`src/rtl/core/gb3_pkg.sv`:
```
// ----------------------------------------------------------------------------
// gb3_pkg
// Shared types and constants of the 3x3 binomial blur: pixel width, config
// register indexes and reset values, the job passed from front to back.
// ----------------------------------------------------------------------------
package gb3_pkg;

	localparam int PIX_W         = 8;
	localparam int MAX_WIDTH_DEF = 1024;

	// configuration port
	localparam int CFG_IDX_W  = 2;
	localparam int CFG_DATA_W = 12;
	localparam int FW_W       = 11;
	localparam int FH_W       = 12;

	localparam logic [CFG_IDX_W-1:0] REG_FRAME_WIDTH  = 2'd0;
	localparam logic [CFG_IDX_W-1:0] REG_FRAME_HEIGHT = 2'd1;

	localparam logic [FW_W-1:0] FRAME_WIDTH_RST  = 11'd640;
	localparam logic [FH_W-1:0] FRAME_HEIGHT_RST = 12'd480;

	// job queue between front and back
	localparam int FIFO_DEPTH = 4;
	localparam int FIFO_PTR_W = $clog2(FIFO_DEPTH);
	localparam int FIFO_CNT_W = FIFO_PTR_W + 1;

	typedef logic [PIX_W-1:0] pix_t;

	// window indexed [row][column], row 0 oldest line, column 2 newest pixel
	typedef pix_t [2:0][2:0] gb3_win_t;

	typedef struct packed {
		gb3_win_t win;
		logic     top;
		logic     left;
		logic     last_row;
		logic     last_col;
	} gb3_job_t;

	typedef struct packed {
		logic [FIFO_CNT_W-1:0] count;
		logic                  full;
		logic                  empty;
	} gb3_fifo_stat_t;

	// which neighbourhood of a job the back end is working on
	typedef enum logic [1:0] {
		PH_MAIN   = 2'b00,
		PH_ROW    = 2'b01,
		PH_COL    = 2'b10,
		PH_CORNER = 2'b11
	} gb3_phase_t;

endpackage

```
`src/rtl/core/gb3_fifo.sv`:
```
// ----------------------------------------------------------------------------
// gb3_fifo
// Short job queue between front and back so that each side stalls on its own.
// ----------------------------------------------------------------------------
module gb3_fifo (
	input  logic                    clk,
	input  logic                    arst_n,
	input  logic                    push,
	input  gb3_pkg::gb3_job_t       push_job,
	input  logic                    pop,
	output gb3_pkg::gb3_job_t       head_job,
	output gb3_pkg::gb3_fifo_stat_t stat
);
	import gb3_pkg::*;

	gb3_job_t              entry_q [FIFO_DEPTH];
	logic [FIFO_PTR_W-1:0] wr_ptr_q;
	logic [FIFO_PTR_W-1:0] rd_ptr_q;
	logic [FIFO_CNT_W-1:0] count_q;

	always_ff @(posedge clk or negedge arst_n) begin
		if (!arst_n) begin
			wr_ptr_q <= '0;
			rd_ptr_q <= '0;
			count_q  <= '0;
		end else begin
			if (push) begin
				wr_ptr_q <= wr_ptr_q + FIFO_PTR_W'(1);
			end
			if (pop) begin
				rd_ptr_q <= rd_ptr_q + FIFO_PTR_W'(1);
			end
			if (push && !pop) begin
				count_q <= count_q + FIFO_CNT_W'(1);
			end else if (pop && !push) begin
				count_q <= count_q - FIFO_CNT_W'(1);
			end
		end
	end

	always_ff @(posedge clk) begin
		if (push) begin
			entry_q[wr_ptr_q] <= push_job;
		end
	end

	assign head_job   = entry_q[rd_ptr_q];
	assign stat.count = count_q;
	assign stat.full  = (count_q == FIFO_CNT_W'(FIFO_DEPTH));
	assign stat.empty = (count_q == '0);

endmodule

```
`config.mk`:
```
export PLATFORM = sky130hd
export DESIGN_NAME = gb3_fifo
export DESIGN_NICKNAME = d
export VERILOG_FILES = /design/src/rtl/core/gb3_pkg.sv /design/src/rtl/core/gb3_fifo.sv
export SDC_FILE = /design/constraint.sdc
export NUM_CORES = 1
export LEC_CHECK = 0
export BUFFER_PORTS_ARGS = -buffer_cell sky130_fd_sc_hd__buf_2
export CAP_MARGIN = 20
export CORE_MARGIN = 2
export CORE_UTILIZATION = 34
export DETAILED_ROUTE_END_ITERATION = 7
export PLACE_DENSITY_LB_ADDON = 0.15
export SLEW_MARGIN = 20
export SYNTH_ARGS = -nofsm -noshare
export SYNTH_HDL_FRONTEND = slang
export SYNTH_SLANG_ARGS = --single-unit
```
`constraint.sdc`:
```
create_clock -name clk -period 3.4 [get_ports clk]
set_clock_uncertainty 0.2 [all_clocks]
set_input_delay 0 -clock clk [delete_from_list [all_inputs] [get_ports clk]]
set_output_delay 0 -clock clk [all_outputs]
set_load 0.03 [all_outputs]
```
**Yosys cells after proc, flatten, opt, wreduce, memory -nomap -nowiden**

Memories as Yosys holds them, arrays and structs flattened.
Index checks and enable logic that the tools add are counted.

- $add $sub $neg: 4
- Equal/unequal tests: 1
- Mux-type cells: 4
- Reduce and logical (&&, ||, !) cells: 6

Operator list:

| cell | count |
|---|---|
| 3-bit two-way mux | 2 |
| 2-bit by 1-bit adder with 2-bit output (second input constant) | 2 |
| 3-bit by 1-bit adder with 3-bit output (second input constant) | 1 |
| 3-bit equality test (second input constant) | 1 |
| 3-bit zero test | 1 |
| 3-bit by 1-bit subtractor with 3-bit output (second input constant) | 1 |
| 1-bit logical AND | 2 |
| 1-bit zero test | 2 |
| 1-bit two-way mux | 2 |
| 2-bit nonzero test | 1 |

- Bits in registers: 7
- RAM bits: 304
- Bits of input ports: 80
- Output and inout port bits: 81
- Memories: 1

Memories:

| name | words | bits a word | read ports | clocked after Yosys merged registers in | write ports | line | source |
|---|---|---|---|---|---|---|---|
| entry_q | 4 | 76 | 1 | 0 | 1 | gb3_fifo.sv:16 | `gb3_job_t entry_q [FIFO_DEPTH];` |

**Longest topological paths before layout**

- Word-level depth: 4
- Depth in mapped cells: 7

**Worst setup path before layout**

No wires, ideal clock.

- Path kind: register to register
- Start: register wr_ptr_q[0]
- End: memory entry_q[2][0] (netlist bit) (enable)
- Library setup time: 443 ps
- Arrival: 2,389 ps
- Data required time: 2,757 ps
- Setup slack: 368 ps
- Cell stages (with the launch flop): 4
- Buffers on the path: 0
- Period minus slack after synthesis: 3,032 ps
- Cell sequence: dfrtp_1 inv_1 ha_1 and2_1

RTL lines:

| element | line | source |
|---|---|---|
| from (decl) | gb3_fifo.sv:17 | `logic [FIFO_PTR_W-1:0] wr_ptr_q;` |
| from (signal assigned) | gb3_fifo.sv:28 | `wr_ptr_q <= wr_ptr_q + FIFO_PTR_W'(1);` |
| to (decl) | gb3_fifo.sv:16 |  |

No word-level cell before the write port.

==> impl_metrics.ini <==
[synthesis]
yosysTopAreaCell = edfxtp_1
syn-num-nets = 518
netlist_top_cells_area = edfxtp_1 (80%), mux4_2 (15%), dfrtp_1 (1.5%)
syn-cell-area_mm2 = 0.0114
yosysTopAreaCellShare_pct = 80.3
postSynthCellCount = 432
ys_seq_area_share_pct = 81.8
postSynthRegisterBits = 311
ys.warnings.count = 0
syn_avg_cell_area_um2 = 26.3
synth_cell_type_count = 21

[clock_tree]
numCtsBuffers = 34
clock-sinks = 311
clock_latency_ns = 0.49
clk_root_buffer_cell = clkbuf_16
max-clock-path-buffers = 3
cts_tree = built
h_tree_lvls = 2
cts.clk_slew.worst_paths_ns = 0.06
cts_repair_resize_count = 0

[setup_path]
cp-start-kind = flip-flop
timing.critical_path.fanout_max = 31
worstPathRequired_ns = 3.20
worstSetupPathType = flip-flop to output pin
worst_setup_path_end_kind = output pin
crit_arrival_ns = 2.42

[placed_design]
place_congestion = 0.685
dpl-instance-area_mm2 = 0.0128
io_buffers = 160
dp_hpwl_um = 13300
placed_cells_incl_taps = 1026

[power_and_ir_drop]
leakagePower_nw = 5.02
total_power_mw = 13.1
vdd_drop_max_v = 0.000468
pwr_density_mw_per_mm2 = 895

[routing]
dr_drc_count = 0
drt-pass1-iter-count = 4
wl_per_cell_um = 19.7
drt_iter0_drc = 261
route.vias.total = 5447
ant_nets = 0
drt_wl_total_um = 22900
mean_number_of_vias_per_cell = 4.68

[cells_and_area]
nets_finish = 786
post_route_cells_drive_above_1_share_pct = 40.9
post_layout_nonfiller_instances = 1165
postLayoutCellArea_mm2 = 0.0146
n_antenna_cell = 0
areaGrowthSynthToFinish_pct = 28.4

[die]
die_w_um = 187
die-area_mm2 = 0.0349
die-height_um = 187
rows = 66
core_area_mm2 = 0.0327
ios = 161
initial_utilization_pct = 34.8

[timing]
timing_worst_slew_pin_value_ns = 0.651
final_hold_viol_count = 0
rsz_0062_raised_after_global_routing = no
setup_total_negative_slack_ns = 0
fmax_ghz = 0.382
final_max_slew_viol_count = 0
period_needed_ns = 2.62
share_of_the_cycle_needed_by_the_critical_path_after_routing_pct = 77.0
finalSetupViolations = 0
slew_headroom_pct = 56.6

[job]
max-cap-violations = 0

[global_routing]
grt_start_max_net_pins = 50
overflow = 0
groute.usage.overall_pct = 13.3
grt_pass1_vias = 6025
grt_pass1_wl_um = 35700
antenna_found_initial = 0

[run_status]
status = finished, final reports clean

[min_path]
holdCritPathClass = input port to flip-flop
[power by group]
part / switching, mW / internal (mW) / leakage (nW)
logic: 2.65 / 1.63 / 1.65
registers: 0.365 / 5.02 / 2.87
clock network: 1.36 / 2.04 / 0.505
total: 4.37 / 8.69 / 5.02
[state kept, by name, summed over array words and instances, names as in the netlist]
name      cells
wr_ptr_q      2
entry_q     304
rd_ptr_q      2
count_q       3
[logic make-up after synthesis]
logic type | share of synthesized area, %
DFF | 81.8
muxes | 15.2
buffers and inverters | 1.36
and+or+nand+nor | 0.429
xor gates and xnor gates | 0.462
adders and majority gates | 0.726
AOI/OAI and AO/OA | 0.0440
[area by class of cell]
class / instances / area (µm²)
clock inverter: 14 / 116
multi-input combinational: 99 / 1920
tap: 442 / 553
clock buffer: 45 / 913
inverter: 4 / 15.0
timing repair buffer: 250 / 1760
sequential: 311 / 9310
fill: 2862 / 18100
[placed cells by master, fill, tap and decap left out, types with 2 or more instances in the layout]
cell type and instances:
edfxtp_1 304, and2_4 4, nand2_1 2, mux4_2 76, buf_2 160, clkbuf_1 10, clkinv_1 6, xnor2_1 2
inv_1 4, clkinv_2 5, bufinv_16 2, buf_4 3, clkbuf_16 35, ha_1 5, dlygate4sd3_1 80, dfrtp_1 5
buf_12 7, dfrtp_4 2, xor2_1 4
[final timing paths]
path,startpoint,depth (start not counted),endpoint,slack (ns)
max in group asynchronous,arst_n,3,rd_ptr_q[1],2.44
hold reg to reg,count_q[2],1,count_q[2],0.31
hold / removal,push_job[56],2,entry_q[2][56],0.06
min in group asynchronous,arst_n,3,count_q[2],0.27
setup reg to reg,wr_ptr_q[0],4,entry_q[0][51],1.31
setup / recovery,rd_ptr_q[0],3,head_job[73],0.78
[stage by stage]
stage	util, %	setup slack [ns]	hold WS [ns]
4_1_cts	44.6	0.679	0.0303
2_1_floorplan	-	0.368	-0.496
5_1_grt	44.6	0.615	0.0547
3_3_place_gp	39.0	1.22	-0.358
3_5_place_dp	39.0	1.21	-0.349
6_report	44.6	0.782	0.0575
[synth_stat cells, drive strengths merged]
library cell,number
fa,1
inv,4
edfxtp,304
xor2,4
buf,15
mux4,76
mux2,1
ha,5
clkbuf,3
and2,4
nor3b,1
dfrtp,7
nor2,1
o21ai,1
xnor2,2
nand2,2
nor3,1
[timing repair]
action | in CTS | in global routing
endpoints found under the hold margin | 329 | 0
buffers inserted | 0 | 0
hold buffers | 80 | 0
[worst max-delay path: stages (launching register included)]
cell,delay [ns]
dfrtp_4,0.77
buf_12,0.34
mux4_2,0.59
buf_2,0.20
[layer usage]
metal  up-vias  GRT usage (%)  share of wire [%]
li1       2393              -                  -
met3        31           3.10                4.9
met2       149           22.7                 50
met5         -              0                  0
met1      2874           17.0                 43
met4         0           3.72                1.8
Note: power is estimated with default switching activity, not from simulation.
