<file path="src/rtl/core/gb3_pkg.sv">
// ----------------------------------------------------------------------------
// gb3_pkg
// Shared types and constants of the 3x3 binomial blur: pixel width, config
// register indexes and reset values, the job passed from front to back.
// ----------------------------------------------------------------------------
package gb3_pkg;

	localparam int PIX_W         = 8;
	localparam int MAX_WIDTH_DEF = 1024;

	// configuration port
	localparam int CFG_IDX_W  = 2;
	localparam int CFG_DATA_W = 12;
	localparam int FW_W       = 11;
	localparam int FH_W       = 12;

	localparam logic [CFG_IDX_W-1:0] REG_FRAME_WIDTH  = 2'd0;
	localparam logic [CFG_IDX_W-1:0] REG_FRAME_HEIGHT = 2'd1;

	localparam logic [FW_W-1:0] FRAME_WIDTH_RST  = 11'd640;
	localparam logic [FH_W-1:0] FRAME_HEIGHT_RST = 12'd480;

	// job queue between front and back
	localparam int FIFO_DEPTH = 4;
	localparam int FIFO_PTR_W = $clog2(FIFO_DEPTH);
	localparam int FIFO_CNT_W = FIFO_PTR_W + 1;

	typedef logic [PIX_W-1:0] pix_t;

	// window indexed [row][column], row 0 oldest line, column 2 newest pixel
	typedef pix_t [2:0][2:0] gb3_win_t;

	typedef struct packed {
		gb3_win_t win;
		logic     top;
		logic     left;
		logic     last_row;
		logic     last_col;
	} gb3_job_t;

	typedef struct packed {
		logic [FIFO_CNT_W-1:0] count;
		logic                  full;
		logic                  empty;
	} gb3_fifo_stat_t;

	// which neighbourhood of a job the back end is working on
	typedef enum logic [1:0] {
		PH_MAIN   = 2'b00,
		PH_ROW    = 2'b01,
		PH_COL    = 2'b10,
		PH_CORNER = 2'b11
	} gb3_phase_t;

endpackage

</file>
<file path="src/rtl/core/gb3_back.sv">
// ----------------------------------------------------------------------------
// gb3_back
// Takes jobs from the queue, expands each into one to four neighbourhoods,
// applies the 1-2-1 kernel with rounding and registers the result.
// ----------------------------------------------------------------------------
module gb3_back (
	input  logic              clk,
	input  logic              arst_n,
	input  logic              job_avail,
	input  gb3_pkg::gb3_job_t job,
	output logic              job_pop,
	output logic              out_valid,
	input  logic              out_ready,
	output gb3_pkg::pix_t     pixel_out,
	output logic              frame_last
);
	import gb3_pkg::*;

	gb3_phase_t ph_q;
	gb3_phase_t ph_next;
	logic       ph_done;
	logic       out_valid_q;
	logic       load;
	logic       row_var;
	logic       col_var;
	logic [1:0] rsel [3];
	logic [1:0] csel [3];
	pix_t       m [3][3];
	logic [12:0] sum;
	logic [8:0]  val;

	assign load = job_avail && (!out_valid_q || out_ready);

	// next neighbourhood of this job, or done
	always_comb begin
		ph_next = PH_MAIN;
		ph_done = 1'b1;
		case (ph_q)
			PH_MAIN: begin
				if (job.last_row) begin
					ph_next = PH_ROW;
					ph_done = 1'b0;
				end else if (job.last_col) begin
					ph_next = PH_COL;
					ph_done = 1'b0;
				end
			end
			PH_ROW: begin
				if (job.last_col) begin
					ph_next = PH_COL;
					ph_done = 1'b0;
				end
			end
			PH_COL: begin
				if (job.last_row) begin
					ph_next = PH_CORNER;
					ph_done = 1'b0;
				end
			end
			default: begin
				ph_done = 1'b1;
			end
		endcase
	end

	// mirrored rows and columns for the border cases
	assign row_var = (ph_q == PH_ROW) || (ph_q == PH_CORNER);
	assign col_var = (ph_q == PH_COL) || (ph_q == PH_CORNER);

	assign rsel[0] = row_var ? 2'd1 : (job.top ? 2'd2 : 2'd0);
	assign rsel[1] = row_var ? 2'd2 : 2'd1;
	assign rsel[2] = row_var ? 2'd1 : 2'd2;
	assign csel[0] = col_var ? 2'd1 : (job.left ? 2'd2 : 2'd0);
	assign csel[1] = col_var ? 2'd2 : 2'd1;
	assign csel[2] = col_var ? 2'd1 : 2'd2;

	always_comb begin
		for (int y = 0; y < 3; y++) begin
			for (int x = 0; x < 3; x++) begin
				m[y][x] = job.win[rsel[y]][csel[x]];
			end
		end
	end

	assign sum = 13'(m[0][0]) + {4'd0, m[0][1], 1'b0} + 13'(m[0][2])
		+ {4'd0, m[1][0], 1'b0} + {3'd0, m[1][1], 2'b00} + {4'd0, m[1][2], 1'b0}
		+ 13'(m[2][0]) + {4'd0, m[2][1], 1'b0} + 13'(m[2][2]) + 13'd7;
	assign val = sum[12:4];

	always_ff @(posedge clk or negedge arst_n) begin
		if (!arst_n) begin
			ph_q        <= PH_MAIN;
			out_valid_q <= 1'b0;
		end else begin
			if (load) begin
				out_valid_q <= 1'b1;
				ph_q        <= ph_done ? PH_MAIN : ph_next;
			end else if (out_ready) begin
				out_valid_q <= 1'b0;
			end
		end
	end

	always_ff @(posedge clk) begin
		if (load) begin
			pixel_out  <= (val > 9'd255) ? 8'hFF : val[7:0];
			frame_last <= (ph_q == PH_CORNER);
		end
	end

	assign job_pop   = load && ph_done;
	assign out_valid = out_valid_q;

endmodule

</file>
<file path="config.mk">
export PLATFORM = sky130hd
export DESIGN_NAME = gb3_back
export DESIGN_NICKNAME = d
export VERILOG_FILES = /design/src/rtl/core/gb3_pkg.sv /design/src/rtl/core/gb3_back.sv
export SDC_FILE = /design/constraint.sdc
export NUM_CORES = 1
export LEC_CHECK = 0
export BUFFER_PORTS_ARGS = -buffer_cell sky130_fd_sc_hd__buf_2
export CORE_MARGIN = 3
export CORE_UTILIZATION = 57
export DETAILED_ROUTE_END_ITERATION = 10
export GPL_ROUTABILITY_DRIVEN = 0
export PLACE_DENSITY = 0.83
export SKIP_LAST_GASP = 1
export SLEW_MARGIN = 10
export SYNTH_ARGS = -nofsm -noshare
export SYNTH_HDL_FRONTEND = slang
export SYNTH_SLANG_ARGS = --single-unit
</file>
<file path="constraint.sdc">
create_clock -name clk -period 6.6 [get_ports clk]
set_input_delay 0 -clock clk [delete_from_list [all_inputs] [get_ports clk]]
set_output_delay 0 -clock clk [all_outputs]
set_load 0.005 [all_outputs]
</file>
Word-level counts from Yosys, hierarchy flattened
Index checks and enable logic that the tools add are counted.

word-level totals
  flip-flop bits (word level) = 12
  bits of input ports = 80
  output and inout bits = 11
  logic and storage cells = 74

cells by class
  add/sub/neg operators = 9
  order comparisons = 7
  eq/ne operators = 3
  muxes and demuxes = 43
  reduce and logical (&&, ||, !) cells = 8

operators by type and width
  operator               count
  $bmux 24 s2            3
  $bmux 8 s2             9
  $mux 24                3
  $mux 8                 9
  $add 13x8->13          2
  $add 13x9->13          2
  $mux 2                 12
  $lt 2x3->1 const B     6
  $add 12x10->13         1
  $add 13x3->13 const B  1
  $add 11x9->12          1
  $add 10x8->11          1
  $add 8x9->10           1
  $gt 9x8->1 const B     1
  $pmux 2 s3             1
  $mux 1                 5
  $eq 2x2->1 const B     2
  $logic_or 1x1->1       3
  $pmux 1 s3             1
  $eq 2x1->1 const B     1
  $logic_and 1x1->1      2
  $logic_not 2->1        1
  $reduce_bool 2->1      1
  $logic_not 1->1        1

Logic depth before layout (Yosys ltp)
  depth in word-level cells = 17
  mapped depth = 21
  gate-level depth less buffers = 19

Worst setup path after synthesis
No wires, ideal clock.

  path kind = reg2reg
  from = register ph_q[0]
  to = register pixel_out[5], data pin
  library setup time = 256 ps
  arrival time = 5035 ps
  data required time = 6344 ps
  setup slack = 1309 ps
  stages on the path, launching flop included = 21
  path buffers = 4
  path through = dfrtp_1 -> clkbuf_1 -> buf_2 -> clkbuf_1 -> buf_2 -> nand2_1 -> o211ai_1 -> nand2_1 -> fa_1 -> inv_1 -> fa_1 -> fa_1 -> inv_1 -> fa_1 -> inv_1 -> ha_1 -> and3b_1 -> a221o_1 -> a221oi_4 -> xor2_1 -> nand2b_1

on the way
  longest elaborated chain between the ends = 17
  elaborated cells on any way between the ends = 45
  classes of those cells = add/sub: 9; order compare: 1; eq/ne: 3; mux: 30; reduce/logical: 2

ends and longest elaborated chain
  item                                             RTL line                        source
  start, declared                                  gb3_back.sv:19                  gb3_phase_t ph_q;
  start signal, assigned                           gb3_back.sv:97                  ph_q <= ph_done ? PH_MAIN : ph_next;
  $eq 2x1->1 / $eq 2x2->1 (equally long branches)  gb3_back.sv:67, gb3_back.sv:68
  $logic_or 1x1->1                                 gb3_back.sv:67                  assign row_var = (ph_q == PH_ROW) || (ph_q == PH_CORNER);
  $mux 2                                           gb3_back.sv:70                  assign rsel[0] = row_var ? 2'd1 : (job.top ? 2'd2 : 2'd0);
  $bmux 24 s2                                      gb3_back.sv:80                  m[y][x] = job.win[rsel[y]][csel[x]];
  $mux 24 (implied by the code)                    gb3_back.sv:80
  $bmux 8 s2                                       gb3_back.sv:80
  $mux 8 (implied by the code)                     gb3_back.sv:80
  $add 8x9->10                                     gb3_back.sv:85                  assign sum = 13'(m[0][0]) + {4'd0, m[0][1], 1'b0} + 13'(m[0][2])
  $add 10x8->11                                    gb3_back.sv:85
  $add 11x9->12                                    gb3_back.sv:86                  + {4'd0, m[1][0], 1'b0} + {3'd0, m[1][1], 2'b00} + {4'd0, m[1][2], 1'b0}
  $add 12x10->13                                   gb3_back.sv:86
  $add 13x9->13                                    gb3_back.sv:86
  $add 13x8->13                                    gb3_back.sv:87                  + 13'(m[2][0]) + {4'd0, m[2][1], 1'b0} + 13'(m[2][2]) + 13'd7;
  $add 13x9->13                                    gb3_back.sv:87
  $add 13x8->13 (*)                                gb3_back.sv:87
  $add 13x3->13 (*)                                gb3_back.sv:87
  $gt 9x8->1                                       gb3_back.sv:106                 pixel_out <= (val > 9'd255) ? 8'hFF : val[7:0];
  end signal, assigned                             gb3_back.sv:106
  end, declared                                    gb3_back.sv:14                  output gb3_pkg::pix_t pixel_out,

Mark *: on every way between the ends. The rest lies on a longest branch, timed or not. The select of a mux whose other input is x is not followed.
A chain may end at the register's enable or synchronous reset.

Worst setup path after layout
  from = register ph_q[0]
  to = register pixel_out[6], data pin

The elaborated chain is that of the path after synthesis.

==> flow_summary.yaml <==
timing:
  clock_skew_ns: 0.00232
  worst_slack_ns: 0.719
  relSlewSlack_pct: 41.4
  fin_crit_ns: 5.88
  totalNegativeSetupSlack_ns: 0
  fin_crit_sh_pct: 89.1
  tightest_slew_ns: 0.880
  fmax_ghz: 0.170
  finalSetupViolations: 0
  grt_setup_unrepaired: "false"
  final_max_slew_viol_count: 0
  finalHoldViolCount: 0
layout:
  most-common-layout-cells: "90 x buf_2, 75 x inv_1, 54 x o21ai_0, 52 x fa_1, 50 x nor2_1"
  nFillCells: 566
  diodes: 0
  drive_gt1_share_pct: 24.9
  final_nets: 737
  synthToLayoutAreaGrowth_pct: 13.9
  final_common_cell: "buf_2"
drt:
  ant_nets: 0
  vias: 3800
  via_per_inst: 5.57
  wl_um: 9970
  drcViolationCount: 0
  wl_per_cell_um: 14.6
  dr.pass1.iters: 5
  drt_iter0_markers: 205
floorplan:
  rows: 30
  start_util_pct: 60.1
  core_sq_um: 6940
  ioPinCount: 91
  design.die.area_sq_um: 8390
  die_w_um: 91.6
  chipHeight_um: 91.6
status:
  status: "finished clean"
synthesis:
  syn_inst: 510
  netlist_area_sq_um: 4170
  yosys_warnings: 0
  async_reset_ff_share_pct: 25.0
  synthDistinctLibCells: 41
  synth-edff-count: 9
  syn_nets: 660
  syn_area_per_cell_sq_um: 8.18
  ys_ff_latch: 12
  seq_area_frac_synth_pct: 8.27
  synth_flop_cell: "edfxtp_1"
clocking:
  clk-insertion-delay-late_ns: 0.24
  h-tree-depth: 1
  cts_buffer_depth: 2
  clockRootBuffer: "clkbuf_8"
  path_clk_slew_ns: 0.05
  cts_resized: 0
  cts_tree: "done"
  numCtsBuffers: 3
  cts_setup_buffers: 0
  numClockSinks: 12
grt:
  antenna_found_initial: 0
  grt_max_degree: 56
  track_usage_pct: 24.6
  grt-ovfl-total: 0
  grt_pass1_vias: 3934
  grt_pass1_wl_um: 17200
place:
  port_buffers: 90
  dp_hpwl_um: 8240
  dp_slack_ns: 0.756
setup_path:
  path_max_fanout: 51
  arrival_ns: 5.99
  cp.required_ns: 6.71
  path_class: "reg -> reg"
  worstSetupEndpointType: "flop"
  cp-start-kind: "flop"
flow_run:
  maxCapViolCount: 0
worst_hold_path:
  holdCritPathClass: "in -> reg"
critical path, stage by stage, from the launching register on:
cell      delay (ns)
dfrtp_2         0.92
buf_4           0.39
o21ai_0         0.18
mux2_2          0.31
o21ai_0         0.08
nand2_1         0.10
fa_1            0.56
inv_1           0.05
fa_1            0.48
fa_1            0.54
inv_1           0.05
fa_1            0.47
inv_1           0.04
ha_1            0.36
a21oi_1         0.12
o21ai_0         0.40
a221oi_4        0.15
or3b_2          0.46
nand3_1         0.07
path summary, 6_finish.rpt:
kind                       startpoint            to  slack [ns]  cells after the start
min                            job[1]       ph_q[0]        0.02                      3
min reg2reg                 out_valid     out_valid        0.53                      2
max in group asynchronous      arst_n       ph_q[0]        6.40                      2
min in group asynchronous      arst_n       ph_q[1]        0.08                      2
max reg2reg                   ph_q[0]  pixel_out[6]        0.72                     18
max                           ph_q[0]  pixel_out[6]        0.72                     18
final cells by class:
cell class / instances / area, sq um / area share (%)
Tap cell: 96 / 120 / 2.53
Inverter: 76 / 285 / 6.00
Clock buffer: 3 / 41.3 / 0.868
Timing Repair Buffer: 100 / 531 / 11.2
Multi-Input combinational cell: 394 / 3430 / 72.1
Sequential cell: 12 / 347 / 7.29
Clock inverter: 1 / 3.75 / 0.0789
sequential cells by signal (all words and copies together) (netlist names):
signal,cells
out_valid,1
frame_last,1
ph_q,2
pixel_out,8
synth_stat cells, types with 2 or more instances:
| master | n | share of area (%) |
|---|---|---|
| xor2_1 | 3 | 0.63 |
| fa_1 | 52 | 25 |
| clkbuf_1 | 18 | 1.6 |
| dfrtp_1 | 3 | 1.8 |
| a21oi_1 | 17 | 2.0 |
| a211o_1 | 2 | 0.42 |
| or2_2 | 2 | 0.30 |
| buf_2 | 8 | 0.96 |
| ha_1 | 18 | 5.4 |
| o21a_1 | 2 | 0.36 |
| and2_1 | 4 | 0.60 |
| a31oi_1 | 6 | 0.90 |
| and3_1 | 2 | 0.30 |
| a211oi_1 | 5 | 0.90 |
| a21boi_0 | 3 | 0.54 |
| a21o_1 | 3 | 0.54 |
| nor2_1 | 50 | 4.5 |
| o21ai_0 | 54 | 6.5 |
| nand2_1 | 33 | 3.0 |
| o211ai_1 | 3 | 0.54 |
| nor3_1 | 4 | 0.48 |
| buf_1 | 2 | 0.18 |
| nor2b_1 | 7 | 1.0 |
| inv_1 | 75 | 6.7 |
| mux2i_1 | 42 | 10 |
| nand2b_1 | 27 | 4.0 |
| nand3_1 | 4 | 0.48 |
| mux2_2 | 38 | 10 |
| xnor2_1 | 3 | 0.63 |
| edfxtp_1 | 9 | 6.5 |
cell families (layout without fill, tap and decap cells):
logic type | after synthesis | after routing | share of synthesized area, %
AO/OA/AOI/OAI | 101 | 101 | 14.4
adder cells (fa/ha/maj) | 70 | 70 | 30.3
AND/OR/NAND/NOR | 136 | 136 | 15.3
multiplexers | 81 | 81 | 20.9
flip-flops | 12 | 12 | 8.27
XOR/XNOR | 6 | 6 | 1.26
buffers and inverters | 104 | 180 | 9.59
layer usage:
layer / part of all wire, % / routed length (um) / track usage, % / vias up
met4: 2.5 / 245 / 7.41 / 0
met1: 39 / 3890 / 30.1 / 1803
met5: 0 / 0 / 0 / -
met2: 52 / 5170 / 45.0 / 141
met3: 6.6 / 661 / 2.65 / 18
li1: - / - / - / 1838
per-stage QoR:
stage          utilization [%]  instances  cell area (sq um)  hold slack, ns
2_1_floorplan                -        510               4170          -0.296
3_3_place_gp              67.5        676               4690          -0.202
3_5_place_dp              67.5        676               4690          -0.200
4_1_cts                   68.5        682               4760          0.0216
5_1_grt                   68.5        682               4760          0.0185
6_report                  68.5        682               4760          0.0226
repair_timing:
action                                  CTS  global route
endpoints found under the hold margin     4             0
endpoints found under the setup margin    0             0
hold buffers                              2             0
Power is not shown: default switching activity piles up to over one toggle a cycle in this logic, so the estimate is an artifact.
